--- config.mk ---
export PLATFORM = sky130hd
export DESIGN_NAME = ethernet_tx_frame_builder
export DESIGN_NICKNAME = d
export VERILOG_FILES = /design/src/sv/etxfb_pkg.sv /design/src/sv/etxfb_front.sv /design/src/sv/etxfb_queue.sv /design/src/sv/etxfb_back.sv /design/src/sv/ethernet_tx_frame_builder.sv
export SDC_FILE = /design/constraint.sdc
export NUM_CORES = 1
export LEC_CHECK = 0
export BUFFER_PORTS_ARGS = -buffer_cell sky130_fd_sc_hd__clkbuf_2
export CAP_MARGIN = 20
export CORE_UTILIZATION = 60
export CTS_CLUSTER_SIZE = 14
export DETAILED_ROUTE_END_ITERATION = 12
export PLACE_DENSITY = 0.83
export SLEW_MARGIN = 20
export SYNTH_ARGS = -nofsm -noshare
export SYNTH_HDL_FRONTEND = slang
export SYNTH_SLANG_ARGS = --single-unit
--- constraint.sdc ---
create_clock -name clock -period 3.5 [get_ports clock]
set_input_delay 0.7 -clock clock [delete_from_list [all_inputs] [get_ports clock]]
set_output_delay 0.7 -clock clock [all_outputs]
set_load 0.03 [all_outputs]
--- src/sv/etxfb_pkg.sv ---
`default_nettype none

package etxfb_pkg;

   // Field widths fixed by the frame format.
   localparam int LEN_W       = 16;
   localparam int ADDR_W      = 48;
   localparam int OCTET_W     = 8;
   localparam int CSR_INDEX_W = 2;
   localparam int CSR_DATA_W  = 48;

   // Command codes on the request channel.
   localparam logic CMD_START   = 1'b0;
   localparam logic CMD_PAYLOAD = 1'b1;

   // Register indexes on the configuration port.
   localparam logic [CSR_INDEX_W-1:0] CSR_FRAME_LENGTH   = 2'd0;
   localparam logic [CSR_INDEX_W-1:0] CSR_DEST_ADDRESS   = 2'd1;
   localparam logic [CSR_INDEX_W-1:0] CSR_SOURCE_ADDRESS = 2'd2;
   localparam logic [CSR_INDEX_W-1:0] CSR_PATTERN_MODE   = 2'd3;

   // Fixed header octets.
   localparam logic [OCTET_W-1:0] PREAMBLE_BYTE = 8'hAA;
   localparam logic [OCTET_W-1:0] DELIM_BYTE    = 8'hAB;

   // Work queue between the front and back parts.
   localparam int QUEUE_DEPTH = 2;
   localparam int QPTR_W      = 1;
   localparam int QCNT_W      = 2;

   // One unit of work for the back part: a whole header or one payload octet.
   typedef struct packed {
      logic               is_header;
      logic [OCTET_W-1:0] octet;
      logic               last;
   } entry_type;

   // Configuration register contents.
   typedef struct packed {
      logic [LEN_W-1:0]  frame_length;
      logic [ADDR_W-1:0] dest_address;
      logic [ADDR_W-1:0] source_address;
      logic              pattern_mode;
   } cfg_type;

   // Queue status seen by both sides.
   typedef struct packed {
      logic full;
      logic empty;
   } queue_stat_type;

   // Back part sequencer states.
   typedef enum logic {
      ST_IDLE,
      ST_HEADER
   } state_type;

endpackage

`default_nettype wire

--- src/sv/etxfb_front.sv ---
`default_nettype none

module etxfb_front
   import etxfb_pkg::*;
#(
   parameter int MAX_PAYLOAD = 1500
) (
   input  wire logic               clock,
   input  wire logic               reset,
   input  wire logic               req_valid,
   output logic                    req_ready,
   input  wire logic               req_cmd,
   input  wire logic [OCTET_W-1:0] req_client_octet,
   input  wire cfg_type            cfg,
   input  wire queue_stat_type     qstat,
   output logic                    push,
   output entry_type               push_entry
);

   localparam logic [LEN_W-1:0] MAX_COUNT = LEN_W'(MAX_PAYLOAD);

   logic             active_ff, active_in;
   logic [LEN_W-1:0] index_ff, index_in;
   logic [LEN_W-1:0] count_ff, count_in;
   logic             pattern_ff, pattern_in;
   logic             accept;
   logic [LEN_W-1:0] start_count;
   logic [LEN_W:0]   next_index;
   logic             payload_last;

   assign req_ready = !qstat.full;
   assign accept    = req_valid && req_ready;

   // Payload count saturates, the length field itself is sent unchanged.
   assign start_count  = (cfg.frame_length > MAX_COUNT) ? MAX_COUNT : cfg.frame_length;
   assign next_index   = {1'b0, index_ff} + (LEN_W+1)'(1);
   assign payload_last = next_index >= {1'b0, count_ff};

   // Classify each transfer and track the open frame.
   always_comb begin
      active_in  = active_ff;
      index_in   = index_ff;
      count_in   = count_ff;
      pattern_in = pattern_ff;
      push       = 1'b0;
      push_entry = '0;
      if (accept) begin
         if (req_cmd == CMD_START) begin
            push                 = 1'b1;
            push_entry.is_header = 1'b1;
            push_entry.octet     = PREAMBLE_BYTE;
            push_entry.last      = (start_count == '0);
            count_in             = start_count;
            pattern_in           = cfg.pattern_mode;
            index_in             = '0;
            active_in            = (start_count != '0);
         end else if (active_ff) begin
            push                 = 1'b1;
            push_entry.is_header = 1'b0;
            push_entry.octet     = pattern_ff ? index_ff[OCTET_W-1:0] : req_client_octet;
            push_entry.last      = payload_last;
            index_in             = next_index[LEN_W-1:0];
            if (payload_last) begin
               active_in = 1'b0;
            end
         end
      end
   end

   always_ff @(posedge clock) begin
      if (reset) begin
         active_ff  <= 1'b0;
         index_ff   <= '0;
         count_ff   <= '0;
         pattern_ff <= 1'b0;
      end else begin
         active_ff  <= active_in;
         index_ff   <= index_in;
         count_ff   <= count_in;
         pattern_ff <= pattern_in;
      end
   end

endmodule

`default_nettype wire

--- src/sv/etxfb_queue.sv ---
`default_nettype none

module etxfb_queue
   import etxfb_pkg::*;
(
   input  wire logic      clock,
   input  wire logic      reset,
   input  wire logic      push,
   input  wire entry_type push_entry,
   input  wire logic      pop,
   output entry_type      head,
   output queue_stat_type qstat
);

   localparam logic [QPTR_W-1:0] LAST_SLOT = QPTR_W'(QUEUE_DEPTH - 1);

   entry_type          entry_ff [QUEUE_DEPTH];
   logic [QPTR_W-1:0]  wr_ptr_ff, wr_ptr_in;
   logic [QPTR_W-1:0]  rd_ptr_ff, rd_ptr_in;
   logic [QCNT_W-1:0]  count_ff, count_in;

   assign qstat.full  = (count_ff == QCNT_W'(QUEUE_DEPTH));
   assign qstat.empty = (count_ff == '0);
   assign head        = entry_ff[rd_ptr_ff];

   // Pointer and fill count update.
   always_comb begin
      wr_ptr_in = wr_ptr_ff;
      rd_ptr_in = rd_ptr_ff;
      count_in  = count_ff;
      if (push) begin
         wr_ptr_in = (wr_ptr_ff == LAST_SLOT) ? '0 : wr_ptr_ff + QPTR_W'(1);
      end
      if (pop) begin
         rd_ptr_in = (rd_ptr_ff == LAST_SLOT) ? '0 : rd_ptr_ff + QPTR_W'(1);
      end
      if (push && !pop) begin
         count_in = count_ff + QCNT_W'(1);
      end else if (pop && !push) begin
         count_in = count_ff - QCNT_W'(1);
      end
   end

   always_ff @(posedge clock) begin
      if (reset) begin
         wr_ptr_ff <= '0;
         rd_ptr_ff <= '0;
         count_ff  <= '0;
      end else begin
         wr_ptr_ff <= wr_ptr_in;
         rd_ptr_ff <= rd_ptr_in;
         count_ff  <= count_in;
      end
   end

   // Entry storage needs no reset.
   always_ff @(posedge clock) begin
      if (push) begin
         entry_ff[wr_ptr_ff] <= push_entry;
      end
   end

endmodule

`default_nettype wire

--- src/sv/etxfb_back.sv ---
`default_nettype none

module etxfb_back
   import etxfb_pkg::*;
#(
   parameter int PREAMBLE_OCTETS = 7
) (
   input  wire logic           clock,
   input  wire logic           reset,
   input  wire cfg_type        cfg,
   input  wire entry_type      head,
   input  wire queue_stat_type qstat,
   output logic                pop,
   output state_type           state,
   input  wire logic           rsp_ready,
   output logic                rsp_valid,
   output logic [OCTET_W-1:0]  rsp_octet,
   output logic                rsp_last
);

   // Header: preamble, delimiter, two addresses, two length octets.
   localparam int HDR_LEN = PREAMBLE_OCTETS + 15;
   localparam int HIDX_W  = $clog2(HDR_LEN);
   localparam logic [HIDX_W-1:0] IDX_DELIM  = HIDX_W'(PREAMBLE_OCTETS);
   localparam logic [HIDX_W-1:0] IDX_DEST   = HIDX_W'(PREAMBLE_OCTETS + 1);
   localparam logic [HIDX_W-1:0] IDX_SOURCE = HIDX_W'(PREAMBLE_OCTETS + 7);
   localparam logic [HIDX_W-1:0] IDX_LEN_LO = HIDX_W'(PREAMBLE_OCTETS + 13);
   localparam logic [HIDX_W-1:0] IDX_LAST   = HIDX_W'(PREAMBLE_OCTETS + 14);

   state_type           state_ff, state_in;
   logic [HIDX_W-1:0]   idx_ff, idx_in;
   logic                hdr_last_ff, hdr_last_in;
   logic                valid_ff, valid_in;
   logic [OCTET_W-1:0]  octet_ff, octet_in;
   logic                last_ff, last_in;
   logic                out_free;
   logic                load;
   logic [HIDX_W-1:0]   dest_off;
   logic [HIDX_W-1:0]   source_off;
   logic [ADDR_W-1:0]   dest_shift;
   logic [ADDR_W-1:0]   source_shift;
   logic [OCTET_W-1:0]  hdr_octet;

   assign state     = state_ff;
   assign rsp_valid = valid_ff;
   assign rsp_octet = octet_ff;
   assign rsp_last  = last_ff;

   // The output register can take a new octet when empty or being drained.
   assign out_free = !valid_ff || rsp_ready;

   // Header octet selected by the position counter.
   assign dest_off     = idx_ff - IDX_DEST;
   assign source_off   = idx_ff - IDX_SOURCE;
   assign dest_shift   = cfg.dest_address >> {dest_off[2:0], 3'b000};
   assign source_shift = cfg.source_address >> {source_off[2:0], 3'b000};

   always_comb begin
      hdr_octet = PREAMBLE_BYTE;
      if (idx_ff == IDX_DELIM) begin
         hdr_octet = DELIM_BYTE;
      end else if (idx_ff >= IDX_DEST && idx_ff < IDX_SOURCE) begin
         hdr_octet = dest_shift[OCTET_W-1:0];
      end else if (idx_ff >= IDX_SOURCE && idx_ff < IDX_LEN_LO) begin
         hdr_octet = source_shift[OCTET_W-1:0];
      end else if (idx_ff == IDX_LEN_LO) begin
         hdr_octet = cfg.frame_length[OCTET_W-1:0];
      end else if (idx_ff == IDX_LAST) begin
         hdr_octet = cfg.frame_length[LEN_W-1:OCTET_W];
      end
   end

   // Next state.
   always_comb begin
      state_in = state_ff;
      case (state_ff)
         ST_IDLE: begin
            if (out_free && !qstat.empty && head.is_header) begin
               state_in = ST_HEADER;
            end
         end
         ST_HEADER: begin
            if (out_free && idx_ff == IDX_LAST) begin
               state_in = ST_IDLE;
            end
         end
         default: begin
            state_in = ST_IDLE;
         end
      endcase
   end

   // Outputs and datapath.
   always_comb begin
      pop         = 1'b0;
      load        = 1'b0;
      idx_in      = idx_ff;
      hdr_last_in = hdr_last_ff;
      octet_in    = octet_ff;
      last_in     = last_ff;
      case (state_ff)
         ST_IDLE: begin
            if (out_free && !qstat.empty) begin
               pop  = 1'b1;
               load = 1'b1;
               if (head.is_header) begin
                  // The first preamble octet leaves with the pop.
                  octet_in    = PREAMBLE_BYTE;
                  last_in     = 1'b0;
                  idx_in      = HIDX_W'(1);
                  hdr_last_in = head.last;
               end else begin
                  octet_in = head.octet;
                  last_in  = head.last;
               end
            end
         end
         ST_HEADER: begin
            if (out_free) begin
               load     = 1'b1;
               octet_in = hdr_octet;
               last_in  = (idx_ff == IDX_LAST) ? hdr_last_ff : 1'b0;
               idx_in   = idx_ff + HIDX_W'(1);
            end
         end
         default: begin
         end
      endcase
      if (load) begin
         valid_in = 1'b1;
      end else if (rsp_ready) begin
         valid_in = 1'b0;
      end else begin
         valid_in = valid_ff;
      end
   end

   always_ff @(posedge clock) begin
      if (reset) begin
         state_ff    <= ST_IDLE;
         idx_ff      <= '0;
         hdr_last_ff <= 1'b0;
         valid_ff    <= 1'b0;
      end else begin
         state_ff    <= state_in;
         idx_ff      <= idx_in;
         hdr_last_ff <= hdr_last_in;
         valid_ff    <= valid_in;
      end
   end

   always_ff @(posedge clock) begin
      octet_ff <= octet_in;
      last_ff  <= last_in;
   end

endmodule

`default_nettype wire

--- src/sv/ethernet_tx_frame_builder.sv ---
`default_nettype none

// Ethernet transmit framer producing a GMII octet stream without FCS or padding.
// A start command (req_cmd = 0) sends PREAMBLE_OCTETS preamble octets, the start
// delimiter, destination and source addresses and the length/type field, all
// least significant octet first, as PREAMBLE_OCTETS + 15 result transfers that
// rsp_ready can hold; the back sequencer that walks the header sets this figure.
// Each payload command (req_cmd = 1) inside an open frame yields one octet, and
// payload octets flow at one per cycle while rsp_ready is high; payload commands
// outside a frame are accepted and dropped. The payload count is frame_length
// saturated at MAX_PAYLOAD and is taken, with pattern_mode, when the frame
// starts. A two-entry queue sits between the request side and the header
// sequencer, so requests keep being accepted while a header is still being sent
// until the queue is full. Write registers only while no transfer is outstanding.
module ethernet_tx_frame_builder
   import etxfb_pkg::*;
#(
   parameter int PREAMBLE_OCTETS = 7,
   parameter int MAX_PAYLOAD     = 1500
) (
   input  wire logic                   clock,
   input  wire logic                   reset,
   input  wire logic                   req_valid,
   output logic                        req_ready,
   input  wire logic                   req_cmd,
   input  wire logic [OCTET_W-1:0]     req_client_octet,
   output logic                        rsp_valid,
   input  wire logic                   rsp_ready,
   output logic [OCTET_W-1:0]          rsp_gmii_octet,
   output logic                        rsp_gmii_error,
   output logic                        rsp_frame_end,
   input  wire logic                   csr_write_enable,
   input  wire logic [CSR_INDEX_W-1:0] csr_index,
   input  wire logic [CSR_DATA_W-1:0]  csr_write_data
);

   cfg_type        cfg_ff;
   queue_stat_type qstat;
   entry_type      push_entry;
   entry_type      head;
   logic           push;
   logic           pop;
   state_type      state;

   // Configuration registers.
   always_ff @(posedge clock) begin
      if (reset) begin
         cfg_ff <= '0;
      end else if (csr_write_enable) begin
         case (csr_index)
            CSR_FRAME_LENGTH:   cfg_ff.frame_length   <= csr_write_data[LEN_W-1:0];
            CSR_DEST_ADDRESS:   cfg_ff.dest_address   <= csr_write_data[ADDR_W-1:0];
            CSR_SOURCE_ADDRESS: cfg_ff.source_address <= csr_write_data[ADDR_W-1:0];
            CSR_PATTERN_MODE:   cfg_ff.pattern_mode   <= csr_write_data[0];
            default: begin
            end
         endcase
      end
   end

   etxfb_front #(
      .MAX_PAYLOAD (MAX_PAYLOAD)
   ) u_front (
      .clock            (clock),
      .reset            (reset),
      .req_valid        (req_valid),
      .req_ready        (req_ready),
      .req_cmd          (req_cmd),
      .req_client_octet (req_client_octet),
      .cfg              (cfg_ff),
      .qstat            (qstat),
      .push             (push),
      .push_entry       (push_entry)
   );

   etxfb_queue u_queue (
      .clock      (clock),
      .reset      (reset),
      .push       (push),
      .push_entry (push_entry),
      .pop        (pop),
      .head       (head),
      .qstat      (qstat)
   );

   etxfb_back #(
      .PREAMBLE_OCTETS (PREAMBLE_OCTETS)
   ) u_back (
      .clock     (clock),
      .reset     (reset),
      .cfg       (cfg_ff),
      .head      (head),
      .qstat     (qstat),
      .pop       (pop),
      .state     (state),
      .rsp_ready (rsp_ready),
      .rsp_valid (rsp_valid),
      .rsp_octet (rsp_gmii_octet),
      .rsp_last  (rsp_frame_end)
   );

   assign rsp_gmii_error = 1'b0;

   // The queue is never written while full.
   a_no_overflow: assert property (@(posedge clock) disable iff (reset)
      push |-> !qstat.full)
      else $error("work queue written while full");

   // The queue is only read when it holds an entry.
   a_no_underflow: assert property (@(posedge clock) disable iff (reset)
      pop |-> !qstat.empty)
      else $error("work queue read while empty");

   // No queue entry is taken while a header is being sent.
   a_header_holds_queue: assert property (@(posedge clock) disable iff (reset)
      (state == ST_HEADER) |-> !pop)
      else $error("queue popped during header");

   // Nothing is offered right after reset.
   a_reset_idle: assert property (@(posedge clock)
      (!reset && $past(reset)) |-> !rsp_valid)
      else $error("result offered right after reset");

endmodule

`default_nettype wire
### Word-level counts from Yosys, hierarchy flattened

Memory sizes are Yosys's and may differ from the RTL's. A register that Yosys moved wholly into a read port is not among the register bits.
Cells that the tools add are included.

* bits in writable memories: 20
* register bits: 168
* memories kept: 1
* logic and storage cells: 124
* bits of input ports: 64
* output and inout port bits: 12

* $lt $le $gt $ge: 6
* shift operators: 2
* equal/unequal tests: 11
* reductions and logical operators: 29
* bitwise gates (word level): 2
* add/sub/neg operators: 8
* mux-type cells: 48

Memory list
* u_queue.entry_ff: words 2, bits a word 10, read ports 1, clocked after memory_dff 1, wr ports 1, RTL line etxfb_queue.sv:17 `entry_type entry_ff [QUEUE_DEPTH];`

Operators by type and width (count)
* >> shifter 48 x 6 -> 8 bit: 2
* 2-to-1 mux 8 bit: 9
* 2-to-1 mux 16 bit: 3
* 2-to-1 mux 1 bit: 23
* 2-to-1 mux 10 bit: 2
* adder 16 x 1 -> 17 bit (second input constant): 1
* >= comparator 17 x 16 -> 1 bit: 1
* > comparator 16 x 11 -> 1 bit (second input constant): 1
* logical NOT 16 bit: 1
* case mux 8 bit (2 select lines): 1
* nonzero test 16 bit: 1
* 2-to-1 mux 5 bit: 3
* AND reduction 2 bit: 7
* equality test 5 bit (second input constant): 2
* >= comparator 5 x 4 -> 1 bit (second input constant): 2
* case mux 5 bit (2 select lines): 1
* 2-to-1 mux 9 bit: 1
* logical AND 1 bit: 8
* equality test 2 bit (second input constant): 3
* != test 2 x 1 -> 1 bit (second input constant): 3
* case mux 1 bit (2 select lines): 3
* AND reduction 3 bit: 2
* adder 5 x 1 -> 5 bit (second input constant): 1
* equality test 5 x 3 -> 1 bit (second input constant): 1
* other kinds (15): 24

### Logic depth before layout (Yosys ltp)

* word-level depth: 8
* depth in mapped cells: 11
* gate-level depth less buffers: 11

### Hierarchy

A second synthesis with hierarchy kept.

* cells, all modules: 982
* area, all modules: 9836.9 um2

By module, submodules not included
* ethernet_tx_frame_builder: area each 4618.2 um2, cells each 426, times used 1, sequential area each 2262.2 um2
* etxfb_front: area each 2254.7 um2, cells each 283, times used 1, sequential area each 680.7 um2
* etxfb_back: area each 2038.2 um2, cells each 220, times used 1, sequential area each 430.4 um2
* etxfb_queue: area each 925.9 um2, cells each 53, times used 1, sequential area each 700.7 um2

### Least setup slack after synthesis

OpenSTA, ideal clock, no wires.

* path type: register to register
* from: register u_front.index_ff[0]
* to: memory u_queue.entry_ff[0][0] in the netlist's numbering, data pin
* arrival time: 2.611 ns
* path buffers: 0
* path slack: 0.612 ns
* period minus slack after synthesis: 2.888 ns
* stages on the path, launching flop included: 12
* setup time: 0.277 ns
* cell sequence: dfxtp_1 -> ha_1 -> nand4_1 -> nor4_2 -> nand2_1 -> xnor2_1 -> ha_1 -> and4_1 -> a2111oi_0 -> o21ai_0 -> a311oi_1 -> o211ai_1

RTL lines
* start: declaration: RTL line etxfb_front.sv:23 `logic [LEN_W-1:0] index_ff, index_in;`
* start signal: assignment: RTL line etxfb_front.sv:78 `index_ff <= index_in;`
* end: declaration: RTL line etxfb_queue.sv:17

==> out/metrics.cfg <==
[status]
status = finished clean

[power]
netSwitchingFraction_pct = 30.2
leakagePower_uw = 0.00357
irDropWorstVdd_mv = 0.366
pwr-share-comb_pct = 18.7
p_switching_uw = 1670
pwr-share-clk_pct = 34.9
powerDensity_mw_per_mm2 = 561
p_int_uw = 3860
p_seq_share_pct = 46.4
total_power_uw = 5530

[route]
totalWireLength_um = 21400
wl_per_cell_um = 17.3
post_drt_via_cell_ratio = 5.92
vias = 7310
first_iter_violations = 582
ant_nets = 0
drc = 0
drtPass1Iterations = 5

[finish]
final_cells = 1235
layout.nets = 1128
drive_gt1_share_pct = 15.8
syn2layout_area_growth_pct = 12.1
stdcell_area_sq_mm = 0.00984
antenna_cells = 0

[timing]
fmax_mhz = 315
fin_crit_sh_pct = 90.8
relSlewSlack_pct = 37.7
period_needed_ps = 3180
hold_ws_ps = 454
setup_viol = 0
hold_viol = 0
slew_viol_final = 0
clock_skew_ps = 10.9
fin_tns_setup_ps = 0
worst_pin_slew_ps = 935
rsz0062_at_grt = no

[floorplan]
start_util_pct = 62.3
dieArea_sq_mm = 0.0151
die_x_um = 123
num_rows = 43
ioPinCount = 76
die_h_um = 123
core_area_sq_mm = 0.0141

[synth]
synth-seq-cells = 189
synthMuxAreaShare_pct = 8.19
synth_top_family_by_area = simple AND/OR/NAND/NOR gates
syn_area_sq_mm = 0.00878
synth_edf_count = 29
yosys.area_share.adder_pct = 3.13
postSynth.asyncResetShare_pct = 0
yosys_warnings = 0
synth_compound_area_share_pct = 15.8
synthesis.nets = 1085
synth_area_leader_cell = dfxtp_1
synth_ff_type = dfxtp_1
ys_types = 65
synthXorXnorAreaFrac_pct = 2.09
synth_area_leaders = dfxtp_1 (36%), nand2_1 (10%), edfxtp_1 (9.9%), a21oi_1 (7.8%), mux4_2 (4.1%)
synthCells = 999
synth_top_area_share_pct = 36.5
synth.yosys.seq_area_share_pct = 46.4
synthSimpleGateAreaFrac_pct = 19.4
avgSynthCellArea_sq_um = 8.79

[clocking]
path_clk_slew_ps = 70
cts.sinks = 189
cts_tree = done
cts_buffers = 17
htreeDepth = 4
clockBufferDepth = 2
hold_buffers = 0
cts-root-buf = clkbuf_16
clk_latency_ps = 440

[worst_setup_path]
path_max_fanout = 5
max_stage_delay_ps = 410
required_ps = 3670
crit_slowest_cell = dfxtp_1
reg2reg_from = u_front.index_ff[1]
path_cells = ha_2 -> nand4_1 -> nor2_1 -> nand3_1 -> xnor2_1 -> ha_1 -> and4_1 -> a2111oi_0 -> o21ai_0 -> a311oi_2 -> o211ai_1
worstPathArrival_ps = 3340
path_class = register to register
cp-start-kind = register
endpoint_kind = register
crit_path_start = u_front.index_ff[1]
crit_buf_inv = 0
path_delay_family = simple AND/OR/NAND/NOR gates

[place]
dpl_cell_area_sq_mm = 0.00923
portBuffers = 74
place_inst = 1203
place.gp.congestion = 0.916
place.detailed.hpwl_um = 15100

[worst_hold_path]
hp-class = register to register
min_from = cfg_ff[35]

[global_route]
grt_max_degree = 66
grt_overflow = 0
grt_pass1_vias = 6940
grt_pass1_wl_um = 34300
grt_usage_pct = 30.0
antenna_found_initial = 0

[flow_run]
maxCapViolCount = 0

-- metrics by stage --
| stage | setup WS [ps] | util (%) |
|---|---|---|
| after global routing | 40.1 | 69.8 |
| final | 324 | 69.8 |
| after CTS | 189 | 69.7 |
| after global placement | 302 | 65.5 |
| after floorplan | 612 | - |
| after detailed placement | 210 | 65.5 |
-- Yosys cell counts (4+ instances only) --
library cell  count
nand2_1         242
dfxtp_1         160
a21oi_1         136
clkbuf_1         47
nor2_1           43
inv_1            38
edfxtp_1         29
mux2i_1          28
ha_1             22
o21ai_0          21
nor3_1           17
mux4_2           16
nand3_1          13
o221ai_1         11
xnor2_1          11
a211oi_1         10
xor2_1           10
or3_1             9
a221oi_1          8
buf_2             8
nand2b_1          8
mux2_2            7
nor2b_1           7
a22oi_1           6
nand4_1           6
o22ai_1           6
a31o_2            5
a31oi_1           5
buf_1             5
and4_1            4
buf_4             4
nand3b_1          4
o32ai_1           4
-- layout make-up --
class / count / area [sq um]
tap: 180 / 225
sequential: 189 / 4080
timing repair buffer: 90 / 505
clock buffer: 19 / 464
inverter: 39 / 146
clock inverter: 13 / 129
fill: 1104 / 4250
multi-input combinational: 705 / 4300
-- kinds of logic (layout without fill, tap and decap cells) --
family / count (synthesis) / count (layout)
other: 1 / 1
and+or+nand+nor: 378 / 378
muxes: 51 / 51
AOI/OAI and AO/OA: 232 / 232
xor gates and xnor gates: 21 / 21
adders and majority gates: 22 / 22
buffers and inverters: 105 / 161
DFF: 189 / 189
-- state kept, by name, summed over array words and instances (netlist names), 2 cells and up, named ones only --
register          cells
u_front.index_ff     16
u_queue.count_ff      2
cfg_ff              113
u_back.idx_ff         5
u_back.rsp_octet      8
u_front.count_ff     16
u_queue.entry_ff     20
-- final timing paths --
| path | cells after the start | slack, ps | end |
|---|---|---|---|
| worst max-delay path | 11 | 320 | u_queue.entry_ff[0][0] |
| worst min-delay path | 2 | 450 | cfg_ff[35] |
| worst max register to register | 11 | 320 | u_queue.entry_ff[0][0] |
| worst min register to register | 2 | 450 | cfg_ff[35] |
-- worst register-to-register path, stage by stage, from the launching register on --
cell       delay, ps
dfxtp_1          410
ha_2             260
nand4_1          240
nor2_1           330
nand3_1          160
xnor2_1          200
ha_1             270
and4_1           150
a2111oi_0        240
o21ai_0          190
a311oi_2         300
o211ai_1         140
-- layer usage --
layer	track usage [%]	wire length, um	up-vias
met5	0	0	-
met2	48.8	10000	250
met3	6.46	1410	40
met1	39.5	9530	3449
met4	11.1	401	0
li1	-	-	3571
-- power groups by stage --
stage	Clock, uW	Combinational (uW)	Sequential (uW)
finish	1930	1030	2560
global route	2030	1120	2600
CTS	1940	1030	2570
detailed placement	0	1020	2620
global placement	0	991	2610
floorplan	0	711	2620
-- cells in the final DEF (no fill, tap or decap), types with 4 or more instances in the layout --
cell	n
nand2_1	242
dfxtp_1	158
a21oi_1	136
clkbuf_2	73
nor2_1	42
inv_1	38
edfxtp_1	29
mux2i_1	28
ha_1	21
o21ai_0	20
clkbuf_16	18
nor3_1	17
mux4_2	16
buf_4	16
nand3_1	13
xnor2_1	11
o221ai_1	11
xor2_1	10
a211oi_1	10
or3_1	9
nand2b_1	8
a221oi_1	8
nor2b_1	7
mux2_2	7
nand4_1	6
a22oi_1	6
o22ai_1	6
a31o_2	5
a31oi_1	5
nand3b_1	4
o32ai_1	4
and4_1	4
-- repair_timing --
| action | 4_1_cts | 5_1_grt |
|---|---|---|
| setup endpoints to repair | 0 | 3 |
| setup buffers | 0 | 0 |
| resized for setup | 0 | 4 |
Power figures use the tool's default switching activity.
